`config.mk`:
```
export PLATFORM = sky130hd
export DESIGN_NAME = css_ident_string_escaper_unit
export DESIGN_NICKNAME = d
export VERILOG_FILES = /design/src/hw/rtl/cise_pkg.sv /design/src/hw/rtl/cise_front.sv /design/src/hw/rtl/cise_queue.sv /design/src/hw/rtl/cise_back.sv /design/src/hw/rtl/css_ident_string_escaper_unit.sv
export SDC_FILE = /design/constraint.sdc
export NUM_CORES = 1
export LEC_CHECK = 0
export ABC_AREA = 1
export BUFFER_PORTS_ARGS = -buffer_cell sky130_fd_sc_hd__buf_2
export CORE_UTILIZATION = 65
export CTS_CLUSTER_DIAMETER = 30
export CTS_CLUSTER_SIZE = 28
export DETAILED_ROUTE_END_ITERATION = 12
export PLACE_DENSITY = 0.81
export SETUP_SLACK_MARGIN = 0.5
export SYNTH_ARGS = -nofsm -noshare
export SYNTH_HDL_FRONTEND = slang
export SYNTH_SLANG_ARGS = --single-unit
```
`constraint.sdc`:
```
create_clock -name clk -period 11.8 [get_ports clk]
set_input_delay 0 -clock clk [delete_from_list [all_inputs] [get_ports clk]]
set_output_delay 0 -clock clk [all_outputs]
set_load 0.03 [all_outputs]
```
`src/hw/rtl/cise_pkg.sv`:
```
package cise_pkg;

	localparam int CP_W = 21;

	localparam logic [2:0] K_NONE  = 3'd0;
	localparam logic [2:0] K_PLAIN = 3'd1;
	localparam logic [2:0] K_FFFD  = 3'd2;
	localparam logic [2:0] K_BSL   = 3'd3;
	localparam logic [2:0] K_HEX   = 3'd4;

	localparam logic [CP_W-1:0] CP_NUL     = 21'h000000;
	localparam logic [CP_W-1:0] CP_REPL    = 21'h00FFFD;
	localparam logic [CP_W-1:0] CP_CTRL_HI = 21'h00001F;
	localparam logic [CP_W-1:0] CP_DEL     = 21'h00007F;
	localparam logic [CP_W-1:0] CP_NONASCII = 21'h000080;
	localparam logic [CP_W-1:0] CP_QUOTE   = 21'h000022;
	localparam logic [CP_W-1:0] CP_BSL     = 21'h00005C;
	localparam logic [CP_W-1:0] CP_SPACE   = 21'h000020;
	localparam logic [CP_W-1:0] CP_HYPHEN  = 21'h00002D;
	localparam logic [CP_W-1:0] CP_UNDER   = 21'h00005F;
	localparam logic [CP_W-1:0] CP_DIG_LO  = 21'h000030;
	localparam logic [CP_W-1:0] CP_DIG_HI  = 21'h000039;
	localparam logic [CP_W-1:0] CP_UC_LO   = 21'h000041;
	localparam logic [CP_W-1:0] CP_UC_HI   = 21'h00005A;
	localparam logic [CP_W-1:0] CP_LC_LO   = 21'h000061;
	localparam logic [CP_W-1:0] CP_LC_HI   = 21'h00007A;

	localparam logic [1:0] POS_FIRST  = 2'd0;
	localparam logic [1:0] POS_SECOND = 2'd1;
	localparam logic [1:0] POS_LATER  = 2'd2;

	typedef struct packed {
		logic [CP_W-1:0] cp;
		logic [2:0]      kind;
		logic            open_q;
		logic            close_q;
		logic            hex_two;
	} desc_t;

	function automatic logic [CP_W-1:0] hex_char(input logic [3:0] nib);
		logic [CP_W-1:0] r;
		if (nib < 4'd10) begin
			r = 21'h000030 + CP_W'(nib);
		end else begin
			r = 21'h000057 + CP_W'(nib);
		end
		return r;
	endfunction

endpackage

```
`src/hw/rtl/cise_front.sv`:
```
module cise_front (
	input  logic                      clk,
	input  logic                      arst_n,
	input  logic                      cfg_we,
	input  logic                      cfg_wdata,
	input  logic                      in_take,
	input  logic [cise_pkg::CP_W-1:0] code_point,
	input  logic                      first_char,
	input  logic                      last_char,
	input  logic                      empty_string,
	output logic                      desc_push,
	output cise_pkg::desc_t           desc
);

	logic       mode_q;
	logic [1:0] char_pos_q;
	logic       lead_hyph_q;

	logic [1:0] pos;
	logic       is_digit;
	logic       is_ctrl;
	logic       allowed;
	logic       is_hyph;
	logic [2:0] kind;
	logic [1:0] pos_nxt;
	logic       lh_nxt;

	always_comb begin
		pos      = (first_char || char_pos_q == cise_pkg::POS_FIRST) ? cise_pkg::POS_FIRST
			: char_pos_q;
		is_digit = code_point >= cise_pkg::CP_DIG_LO && code_point <= cise_pkg::CP_DIG_HI;
		is_ctrl  = code_point <= cise_pkg::CP_CTRL_HI || code_point == cise_pkg::CP_DEL;
		is_hyph  = code_point == cise_pkg::CP_HYPHEN;
		allowed  = code_point >= cise_pkg::CP_NONASCII || is_hyph
			|| code_point == cise_pkg::CP_UNDER || is_digit
			|| (code_point >= cise_pkg::CP_UC_LO && code_point <= cise_pkg::CP_UC_HI)
			|| (code_point >= cise_pkg::CP_LC_LO && code_point <= cise_pkg::CP_LC_HI);

		if (code_point == cise_pkg::CP_NUL) begin
			kind = cise_pkg::K_FFFD;
		end else if (is_ctrl) begin
			kind = cise_pkg::K_HEX;
		end else if (mode_q) begin
			kind = (code_point == cise_pkg::CP_QUOTE || code_point == cise_pkg::CP_BSL)
				? cise_pkg::K_BSL : cise_pkg::K_PLAIN;
		end else if (pos == cise_pkg::POS_FIRST && is_digit) begin
			kind = cise_pkg::K_HEX;
		end else if (pos == cise_pkg::POS_SECOND && lead_hyph_q && is_digit) begin
			kind = cise_pkg::K_HEX;
		end else if (pos == cise_pkg::POS_FIRST && is_hyph && last_char) begin
			kind = cise_pkg::K_BSL;
		end else if (allowed) begin
			kind = cise_pkg::K_PLAIN;
		end else begin
			kind = cise_pkg::K_BSL;
		end

		desc.cp      = code_point;
		desc.hex_two = code_point[cise_pkg::CP_W-1:4] != '0;
		if (empty_string) begin
			desc.kind    = cise_pkg::K_NONE;
			desc.open_q  = 1'b1;
			desc.close_q = 1'b1;
			desc_push    = in_take && mode_q;
		end else begin
			desc.kind    = kind;
			desc.open_q  = mode_q && pos == cise_pkg::POS_FIRST;
			desc.close_q = mode_q && last_char;
			desc_push    = in_take;
		end

		lh_nxt  = (pos == cise_pkg::POS_FIRST) ? is_hyph : lead_hyph_q;
		pos_nxt = (pos == cise_pkg::POS_LATER) ? cise_pkg::POS_LATER : pos + 2'd1;
		if (empty_string || last_char) begin
			lh_nxt  = 1'b0;
			pos_nxt = cise_pkg::POS_FIRST;
		end
	end

	always_ff @(posedge clk or negedge arst_n) begin
		if (!arst_n) begin
			mode_q      <= 1'b0;
			char_pos_q  <= cise_pkg::POS_FIRST;
			lead_hyph_q <= 1'b0;
		end else begin
			if (cfg_we) begin
				mode_q <= cfg_wdata;
			end
			if (in_take) begin
				char_pos_q  <= pos_nxt;
				lead_hyph_q <= lh_nxt;
			end
		end
	end

endmodule

```
`src/hw/rtl/cise_queue.sv`:
```
module cise_queue #(
	parameter int DEPTH = 4
) (
	input  logic            clk,
	input  logic            arst_n,
	input  logic            wr_en,
	input  cise_pkg::desc_t wr_data,
	output logic            full,
	input  logic            rd_en,
	output cise_pkg::desc_t rd_data,
	output logic            rd_valid
);

	localparam int PW = (DEPTH > 1) ? $clog2(DEPTH) : 1;
	localparam int CW = $clog2(DEPTH + 1);

	cise_pkg::desc_t mem_q [DEPTH];
	logic [PW-1:0]   wr_ptr_q;
	logic [PW-1:0]   rd_ptr_q;
	logic [CW-1:0]   count_q;

	logic do_wr;
	logic do_rd;

	assign full     = count_q == CW'(DEPTH);
	assign rd_valid = count_q != '0;
	assign rd_data  = mem_q[rd_ptr_q];
	assign do_wr    = wr_en && !full;
	assign do_rd    = rd_en && rd_valid;

	always_ff @(posedge clk) begin
		if (do_wr) begin
			mem_q[wr_ptr_q] <= wr_data;
		end
	end

	always_ff @(posedge clk or negedge arst_n) begin
		if (!arst_n) begin
			wr_ptr_q <= '0;
			rd_ptr_q <= '0;
			count_q  <= '0;
		end else begin
			if (do_wr) begin
				wr_ptr_q <= (wr_ptr_q == PW'(DEPTH - 1)) ? '0 : wr_ptr_q + PW'(1);
			end
			if (do_rd) begin
				rd_ptr_q <= (rd_ptr_q == PW'(DEPTH - 1)) ? '0 : rd_ptr_q + PW'(1);
			end
			if (do_wr && !do_rd) begin
				count_q <= count_q + CW'(1);
			end else if (do_rd && !do_wr) begin
				count_q <= count_q - CW'(1);
			end
		end
	end

endmodule

```
`src/hw/rtl/cise_back.sv`:
```
module cise_back (
	input  logic                      clk,
	input  logic                      arst_n,
	input  logic                      desc_valid,
	input  cise_pkg::desc_t           desc,
	output logic                      desc_pop,
	output logic                      empty,
	input  logic                      pop,
	output logic [cise_pkg::CP_W-1:0] out_code_point,
	output logic                      run_end
);

	logic                      out_valid_q;
	logic [cise_pkg::CP_W-1:0] out_cp_q;
	logic                      out_end_q;
	logic [2:0]                step_q;

	logic [2:0]                n_open;
	logic [2:0]                n_body;
	logic [2:0]                n_total;
	logic [2:0]                j;
	logic [3:0]                nib;
	logic [cise_pkg::CP_W-1:0] cp_sel;
	logic                      last_step;
	logic                      load;

	always_comb begin
		n_open = desc.open_q ? 3'd1 : 3'd0;
		case (desc.kind)
			cise_pkg::K_NONE:  n_body = 3'd0;
			cise_pkg::K_PLAIN: n_body = 3'd1;
			cise_pkg::K_FFFD:  n_body = 3'd1;
			cise_pkg::K_BSL:   n_body = 3'd2;
			cise_pkg::K_HEX:   n_body = desc.hex_two ? 3'd4 : 3'd3;
			default:           n_body = 3'd0;
		endcase
		n_total = n_open + n_body + (desc.close_q ? 3'd1 : 3'd0);
		j       = step_q - n_open;
		nib     = (desc.hex_two && j == 3'd1) ? desc.cp[7:4] : desc.cp[3:0];

		if (desc.open_q && step_q == 3'd0) begin
			cp_sel = cise_pkg::CP_QUOTE;
		end else if (j >= n_body) begin
			cp_sel = cise_pkg::CP_QUOTE;
		end else begin
			case (desc.kind)
				cise_pkg::K_PLAIN: cp_sel = desc.cp;
				cise_pkg::K_FFFD:  cp_sel = cise_pkg::CP_REPL;
				cise_pkg::K_BSL:   cp_sel = (j == 3'd0) ? cise_pkg::CP_BSL : desc.cp;
				cise_pkg::K_HEX: begin
					if (j == 3'd0) begin
						cp_sel = cise_pkg::CP_BSL;
					end else if (j == n_body - 3'd1) begin
						cp_sel = cise_pkg::CP_SPACE;
					end else begin
						cp_sel = cise_pkg::hex_char(nib);
					end
				end
				default:           cp_sel = cise_pkg::CP_QUOTE;
			endcase
		end

		last_step = step_q == n_total - 3'd1;
		load      = desc_valid && (!out_valid_q || pop);
		desc_pop  = load && last_step;
	end

	assign empty          = !out_valid_q;
	assign out_code_point = out_cp_q;
	assign run_end        = out_end_q;

	always_ff @(posedge clk) begin
		if (load) begin
			out_cp_q  <= cp_sel;
			out_end_q <= last_step;
		end
	end

	always_ff @(posedge clk or negedge arst_n) begin
		if (!arst_n) begin
			out_valid_q <= 1'b0;
			step_q      <= 3'd0;
		end else begin
			if (load) begin
				out_valid_q <= 1'b1;
			end else if (pop) begin
				out_valid_q <= 1'b0;
			end
			if (load) begin
				step_q <= last_step ? 3'd0 : step_q + 3'd1;
			end
		end
	end

endmodule

```
`src/hw/rtl/css_ident_string_escaper_unit.sv`:
```
// Channel  Direction  Handshake           Word
// input    in         push / full         code_point, first_char, last_char, empty_string
// result   out        empty / pop         out_code_point, run_end
// config   in         cfg_we              cfg_wdata (escape mode)
//
// One input word per cycle while the queue is not full; the expander gives out the result
// words of an item in order, and an item has 0 to 6 of them.
// The descriptor queue (QUEUE_DEPTH words) lets input run ahead while escapes expand.
// A result word passes through the descriptor queue and then the output register.
// Reset clears the queue, the output register, the string position and the mode.
module css_ident_string_escaper_unit #(
	parameter int QUEUE_DEPTH = 4
) (
	input  logic                      clk,
	input  logic                      arst_n,
	input  logic                      cfg_we,
	input  logic                      cfg_wdata,
	input  logic                      push,
	output logic                      full,
	input  logic [cise_pkg::CP_W-1:0] code_point,
	input  logic                      first_char,
	input  logic                      last_char,
	input  logic                      empty_string,
	output logic                      empty,
	input  logic                      pop,
	output logic [cise_pkg::CP_W-1:0] out_code_point,
	output logic                      run_end
);

	logic            in_take;
	logic            desc_push;
	cise_pkg::desc_t desc_in;
	cise_pkg::desc_t desc_out;
	logic            desc_valid;
	logic            desc_pop;

	assign in_take = push && !full;

	cise_front u_front (
		.clk          (clk),
		.arst_n       (arst_n),
		.cfg_we       (cfg_we),
		.cfg_wdata    (cfg_wdata),
		.in_take      (in_take),
		.code_point   (code_point),
		.first_char   (first_char),
		.last_char    (last_char),
		.empty_string (empty_string),
		.desc_push    (desc_push),
		.desc         (desc_in)
	);

	cise_queue #(
		.DEPTH (QUEUE_DEPTH)
	) u_queue (
		.clk      (clk),
		.arst_n   (arst_n),
		.wr_en    (desc_push),
		.wr_data  (desc_in),
		.full     (full),
		.rd_en    (desc_pop),
		.rd_data  (desc_out),
		.rd_valid (desc_valid)
	);

	cise_back u_back (
		.clk            (clk),
		.arst_n         (arst_n),
		.desc_valid     (desc_valid),
		.desc           (desc_out),
		.desc_pop       (desc_pop),
		.empty          (empty),
		.pop            (pop),
		.out_code_point (out_code_point),
		.run_end        (run_end)
	);

endmodule
```
After elaboration in Yosys (flattened, before gate mapping)

Memories as Yosys holds them, arrays and structs flattened.
Index checks and enable logic that the tools add are counted.

Add/sub/neg operators: 13
Magnitude comparators: 10
Equal/unequal tests: 17
Muxes and demuxes: 34
Reductions and logical operators: 47

Operator list:

| kind                                                                                 | number |
|---|---|
| 21-bit 2-to-1 mux                                                                    | 4 |
| 21-bit case mux with 4 select lines                                                  | 1 |
| 21-bit by 7-bit == test with 1-bit output, second input constant                     | 3 |
| 21-bit by 6-bit == test with 1-bit output, second input constant                     | 2 |
| 21-bit by 7-bit greater-or-equal comparator with 1-bit output, second input constant | 2 |
| 21-bit by 7-bit <= comparator with 1-bit output, second input constant               | 2 |
| 3-bit 2-to-1 mux                                                                     | 10 |
| 21-bit by 6-bit greater-or-equal comparator with 1-bit output, second input constant | 1 |
| 21-bit by 8-bit greater-or-equal comparator with 1-bit output, second input constant | 1 |
| 21-bit by 5-bit <= comparator with 1-bit output, second input constant               | 1 |
| 21-bit by 6-bit <= comparator with 1-bit output, second input constant               | 1 |
| 21-bit zero test                                                                     | 1 |
| 1-bit logical AND                                                                    | 20 |
| 17-bit nonzero test                                                                  | 1 |
| 2-bit 2-to-1 mux                                                                     | 7 |
| 1-bit logical OR                                                                     | 10 |
| 1-bit 2-to-1 mux                                                                     | 9 |
| 3-bit case mux with 3 select lines                                                   | 1 |
| 3-bit by 1-bit subtractor with 3-bit output, second input constant                   | 3 |
| 7-bit by 4-bit adder with 8-bit output, first input constant                         | 1 |
| 6-bit by 4-bit adder with 7-bit output, first input constant                         | 1 |
| 2-bit by 1-bit adder with 2-bit output, second input constant                        | 3 |
| 3-bit by 1-bit adder with 3-bit output, second input constant                        | 2 |
| 3-bit adder                                                                          | 2 |
| other kinds (18)                                                                     | 32 |

Register bits: 37
RAM bits: 108
Bits of input ports: 30
Output and inout bits: 24
Word-level logic and storage cells: 132
Memories kept: 1

Memories:

| memory        | words | width | read ports | clocked after Yosys merged registers in | write ports | line             | text |
|---|---|---|---|---|---|---|---|
| u_queue.mem_q | 4     | 27    | 1          | 0                                       | 1           | cise_queue.sv:17 | `cise_pkg::desc_t mem_q [DEPTH];` |

Longest topological paths before layout

Word-level depth: 14
Mapped depth: 26
Gate-level depth less buffers: 25

Cells and area by module

A second synthesis with hierarchy kept.

Cells, all modules: 762
Area total of the unflattened synthesis: 7,617.3 um^2

By module, submodules not included:

| module                        | times used | cells each | area each (um^2) | sequential area each (um^2) |
|---|---|---|---|---|
| cise_queue                    | 1          | 374        | 4,777.1          | 3,418.3 |
| cise_back                     | 1          | 207        | 1,825.5          | 760.7 |
| cise_front                    | 1          | 179        | 1,004.7          | 100.1 |
| css_ident_string_escaper_unit | 1          | 2          | 10.0             | 0.0 |

Worst setup path before layout

No wires, ideal clock.

Path type: reg-to-reg
Start point: register u_queue.rd_ptr_q[0]
End point: register u_queue.count_q[1]
Library setup time: 0.125 ns
Arrival time: 4.079 ns
Required time: 11.675 ns
Setup slack: 7.596 ns
Stages on the path, launching flop included: 22
Path buffers: 4
Clock period less this slack: 4.204 ns
Cell sequence: dfrtp_1 inv_2 buf_6 buf_6 buf_2 clkbuf_1 nand2_1 a32o_1 ha_1 inv_1 ha_1 inv_1 fa_1 or2_2 a21oi_1 nand2_2 nor2_4 inv_2 ha_1 inv_1 fa_1 mux2_2

Word-level cells in the longest chain between the ends: 13
Elaborated cells between the ends (all ways): 21
Those cells by class: 3 x add/sub; 5 x eq/ne; 5 x mux; 7 x reduce/logical; 1 x memory

Ends and longest elaborated chain:

| item                                                                                                        | line             | text |
|---|---|---|
| from (decl)                                                                                                 | cise_queue.sv:19 | `logic [PW-1:0] rd_ptr_q;` |
| from (signal assigned)                                                                                      | cise_queue.sv:47 | `rd_ptr_q <= (rd_ptr_q == PW'(DEPTH - 1)) ? '0 : rd_ptr_q + PW'(1);` |
| memory read 4 x 27 bit *                                                                                    | --               |  |
| 3-bit by 1-bit == test with 1-bit output / 3-bit by 2-bit == test with 1-bit output (equally long branches) | cise_back.sv:29  | `case (desc.kind)` |
| 2-bit OR reduction (no line)                                                                                | --               |  |
| 3-bit case mux with 3 select lines                                                                          | cise_back.sv:29  |  |
| 3-bit adder                                                                                                 | cise_back.sv:37  | `n_total = n_open + n_body + (desc.close_q ? 3'd1 : 3'd0);` |
| 3-bit adder *                                                                                               | cise_back.sv:37  |  |
| 3-bit by 1-bit subtractor with 3-bit output *                                                               | cise_back.sv:63  | `last_step = step_q == n_total - 3'd1;` |
| 3-bit == test *                                                                                             | cise_back.sv:63  |  |
| 1-bit logical AND *                                                                                         | cise_back.sv:65  | `desc_pop = load && last_step;` |
| 1-bit logical AND *                                                                                         | cise_queue.sv:29 | `assign do_rd = rd_en && rd_valid;` |
| 1-bit zero test                                                                                             | cise_queue.sv:49 | `if (do_wr && !do_rd) begin` |
| 1-bit logical AND                                                                                           | cise_queue.sv:49 |  |
| 3-bit 2-to-1 mux / 2-bit nonzero test (equally long branches)                                               | --               |  |
| to (signal assigned)                                                                                        | cise_queue.sv:50 | `count_q <= count_q + CW'(1);` |
| to (signal assigned)                                                                                        | cise_queue.sv:52 | `count_q <= count_q - CW'(1);` |
| to (decl)                                                                                                   | cise_queue.sv:20 | `logic [CW-1:0] count_q;` |

Mark *: on every way between the ends. The rest lies on a longest branch, timed or not.
A chain may end at the register's enable or synchronous reset.

Final worst setup path

Same ends and word-level chain as after synthesis.

==> metrics.md <==
| Metric | Value |
|---|---|
| Period Utilization, post-route | 41.2% |
| Synth Instances | 687 |
| Initial antenna violation count | 0 |
| Post-Layout Cell Count | 927 |
| Remaining global-route overflow | 0 |
| Worst path cell trace | inv_2 > nand2_1 > nand3_2 > o21ai_4 > nor2_4 > nand2_4 > nor2_1 > nor2_1 > ha_1 > inv_1 > ha_1 > inv_1 > fa_1 > or2_2 > a21oi_1 > nand2_2 > nor2_4 > inv_2 > ha_1 > inv_1 > fa_1 > mux2_2 |
| Fin Hold WS | 118 ps |
| Total length of routed wires | 15700 um |
| # clock sinks | 145 |
| Slew @ Worst Pin | 1180 ps |
| Max Cap Violations | 0 |
| RR Startpoint | u_queue.rd_ptr_q[0]$_DFFE_PN0P_ |
| Worst Setup EP | u_queue.count_q[1]$_DFFE_PN0P_ |
| Cells on worst reg2reg path | 22 |
| Unrepaired setup endpoints after global routing | no |
| Critical path launch point | u_queue.rd_ptr_q[0]$_DFFE_PN0P_ |
| Pre-Repair DR Iteration Count | 5 |
| Synthesized area | 0.00716 sq mm |
| Dpl ws | 7020 ps |
| Clk slew on worst S/H paths | 60 ps |
| Initial core utilization | 68.1% |
| Top Metal Used | met4 |
| Most common cell after layout, fill and taps aside | nand2_1 |
| Worst Path Arrival | 5270 ps |
| Distinct cells, synth | 45 |
| Die width | 107 um |
| IO Port Bufs | 53 |
| Seq/Total Area, Yosys | 59.8% |
| Worst reg2reg path endpoint | u_queue.count_q[1]$_DFFE_PN0P_ |
| Worst Path Max Fanout | 51 |
| Multi-input logic area | 0.00245 sq mm |
| Fin nets | 829 |
| Post-synth EDFFs | 130 |
| CP Depth | 22 |
| Class of the worst hold path | input port to flip-flop |
| WS Path Type | flip-flop to flip-flop |
| Post-synth net total | 738 |
| CP max stage delay | 680 ps |
| Wire length per cell | 16.9 um |
| Power Total | 2.37 mW |
| Slew headroom | 21.1% |
| Post-synth ARST share | 10.3% |
| Slowest-stage cell, CP | inv_2 |
| Initial DRC count | 505 |
| Worst skew pair latency | 530 ps |
| Antenna Cells | 0 |
| Final setup viols | 0 |
| Final core utilization | 79.9% |
| Most used cells in the layout excluding fill and tap cells | nand2_1, edfxtp_1, inv_1 |
| Worst setup EP type | flip-flop |
| Status | finished, final reports clean |
| Row count | 37 |
| Top FF cell, synth | edfxtp_1 |
| Clock root buffer master | clkbuf_8 |
| Critical Path Start Type | flip-flop |
| I/O pin cnt | 54 |
| Die height | 107 um |
| Core Area | 0.0105 sq mm |
| CTS tree | yes |
| Metal3 WL | 1220 um |
| Routed Antenna Nets | 0 |
| Largest net degree at the start of global routing | 61 |
| Total CTS buffers | 17 |
| Worst R2R Setup Slack | 6930 ps |
| Number of global-route vias before repair | 5418 |
| Crit path max-delay family | adder cells |
| FMAX | 205 MHz |
| Finished Cell Area | 0.00840 sq mm |
| Wire length on met1 | 6120 um |
| Via-to-Cell Ratio | 5.73 |
| FF+latch area | 0.00428 sq mm |
| Die area | 0.0114 sq mm |
| Setup Fix Bufs, Post-CTS | 0 |
| CTS H-Tree Depth | 4 |
| Share of cells above drive strength 1 | 19.0% |
| Met2 wire len | 7960 um |
| YS warnings | 0 |
| Vias | 5310 |
| Detailed placer's ending HPWL | 9590 um |
| Max Root-Sink Buffers | 2 |
| Yosys reg bits | 145 |
| LEAKAGE | 3.59 nW |
| Pwr per Cell Area | 282 mW/mm^2 |
| VDD IR max | 0.176 mV |
| DRC violations left | 0 |
| Worst Setup Slack, final | 6930 ps |
| Hold Vio Cnt, Final | 0 |
| Inst Count DP | 862 |
| First-pass GRT wire length | 25300 um |
| Placed cell area | 0.00753 sq mm |
| FILL cells | 601 |
| Final Critical Period | 4870 ps |
| WP data required | 12200 ps |
| Final Skew | 14.3 ps |
| GRT Total Usage | 29.7% |
| Mean area per synthesized cell | 10.4 sq um |
| Worst Path Buf+Inv | 5 |
| Area Overhead vs Synth | 17.3% |
| Final Slew Violations | 0 |
| Placer Congestion | 0.966 |
| Setup TNS | 0 ps |
==> worst min-delay path, delay by kind of cell <==
kind / cells / cell delay [ps]
AO/OA/AOI/OAI: 2 / 130
adder cells (fa/ha/maj): 1 / 210
buffers and inverters: 1 / 70
AND/OR/NAND/NOR: 2 / 180
==> state kept, by name (all words and copies together) (netlist names) <==
signal / count
u_back.out_code_point: 21
u_front.mode_q: 1
u_back.step_q: 3
u_queue.rd_ptr_q: 2
u_back.run_end: 1
u_queue.mem_q: 108
u_queue.wr_ptr_q: 2
u_queue.count_q: 3
u_back.out_valid_q: 1
u_front.lead_hyph_q: 1
u_front.char_pos_q: 2
==> how the worst min path moves through the flow <==
stage / start / endpoint / slack, ps / depth (start not counted)
2_1_floorplan: arst_n / u_back.out_valid_q$_DFFE_PN0P_ / -300 / 0
3_5_place_dp: arst_n / u_front.char_pos_q[0]$_DFFE_PN0P_ / -80 / 1
6_report: first_char / u_front.char_pos_q[0]$_DFFE_PN0P_ / 120 / 6
3_3_place_gp: arst_n / u_front.char_pos_q[1]$_DFFE_PN0P_ / -80 / 1
4_1_cts: first_char / u_front.char_pos_q[0]$_DFFE_PN0P_ / 110 / 6
5_1_grt: first_char / u_front.char_pos_q[0]$_DFFE_PN0P_ / 180 / 6
==> area by class of cell <==
| class | instances | share of cell area (%) |
|---|---|---|
| clock buffer | 18 | 4.98 |
| clock inverter | 14 | 1.45 |
| inverter | 89 | 4.04 |
| multi-input combinational | 436 | 29.2 |
| sequential | 145 | 51.0 |
| tap | 136 | 2.03 |
| timing repair buffer | 89 | 7.36 |
==> power by group <==
part | switching, mW | internal [mW] | leakage (nW)
Clock | 0.223 | 0.265 | 0.257
Combinational | 0.790 | 0.360 | 1.93
Sequential | 0.0363 | 0.697 | 1.40
Total | 1.05 | 1.32 | 3.59
==> layer usage <==
metal | vias up | track usage [%]
met5 | - | 0
met4 | 0 | 13.6
met3 | 38 | 5.96
met2 | 270 | 49.8
met1 | 2501 | 37.4
li1 | 2501 | -
==> cell usage after synthesis (4+ instances only) <==
cell type  instances  share of area (%)
dfrtp_1           15                5.2
nand4_1            6               0.52
inv_1             80                4.2
ha_1              19                3.3
nand2_4           11                1.7
a31oi_1            9               0.79
nor2_1            58                3.0
a21oi_1           22                1.5
buf_6              5               0.79
nor3_1             5               0.35
nand3_2            6               0.84
edfxtp_1         130                 55
a221oi_2           5                1.0
o21ai_0           24                1.7
nand2_2           11               0.96
clkbuf_1           5               0.26
nand3_1           54                3.8
nand2_1          160                8.4
xor2_1             4               0.49
inv_2              7               0.37
nor2_4             6               0.94
==> cell families (layout without fill, tap and decap cells) <==
| logic type | count (synthesis) | after routing | share of synthesized area (%) |
|---|---|---|---|
| buffers and inverters | 106 | 210 | 6.36 |
| flip-flops | 145 | 145 | 59.8 |
| XOR/XNOR | 8 | 8 | 1.08 |
| adder cells (fa/ha/maj) | 21 | 21 | 3.88 |
| AO/OA/AOI/OAI | 79 | 79 | 7.19 |
| AND/OR/NAND/NOR | 327 | 327 | 21.5 |
| multiplexers | 1 | 1 | 0.157 |
==> what timing repair did <==
| action | CTS | global route |
|---|---|---|
| hold buffers | 33 | 0 |
| endpoints found under the hold margin | 116 | 0 |
| resized for setup | 0 | 0 |
Note: power is estimated with default switching activity, not from simulation.
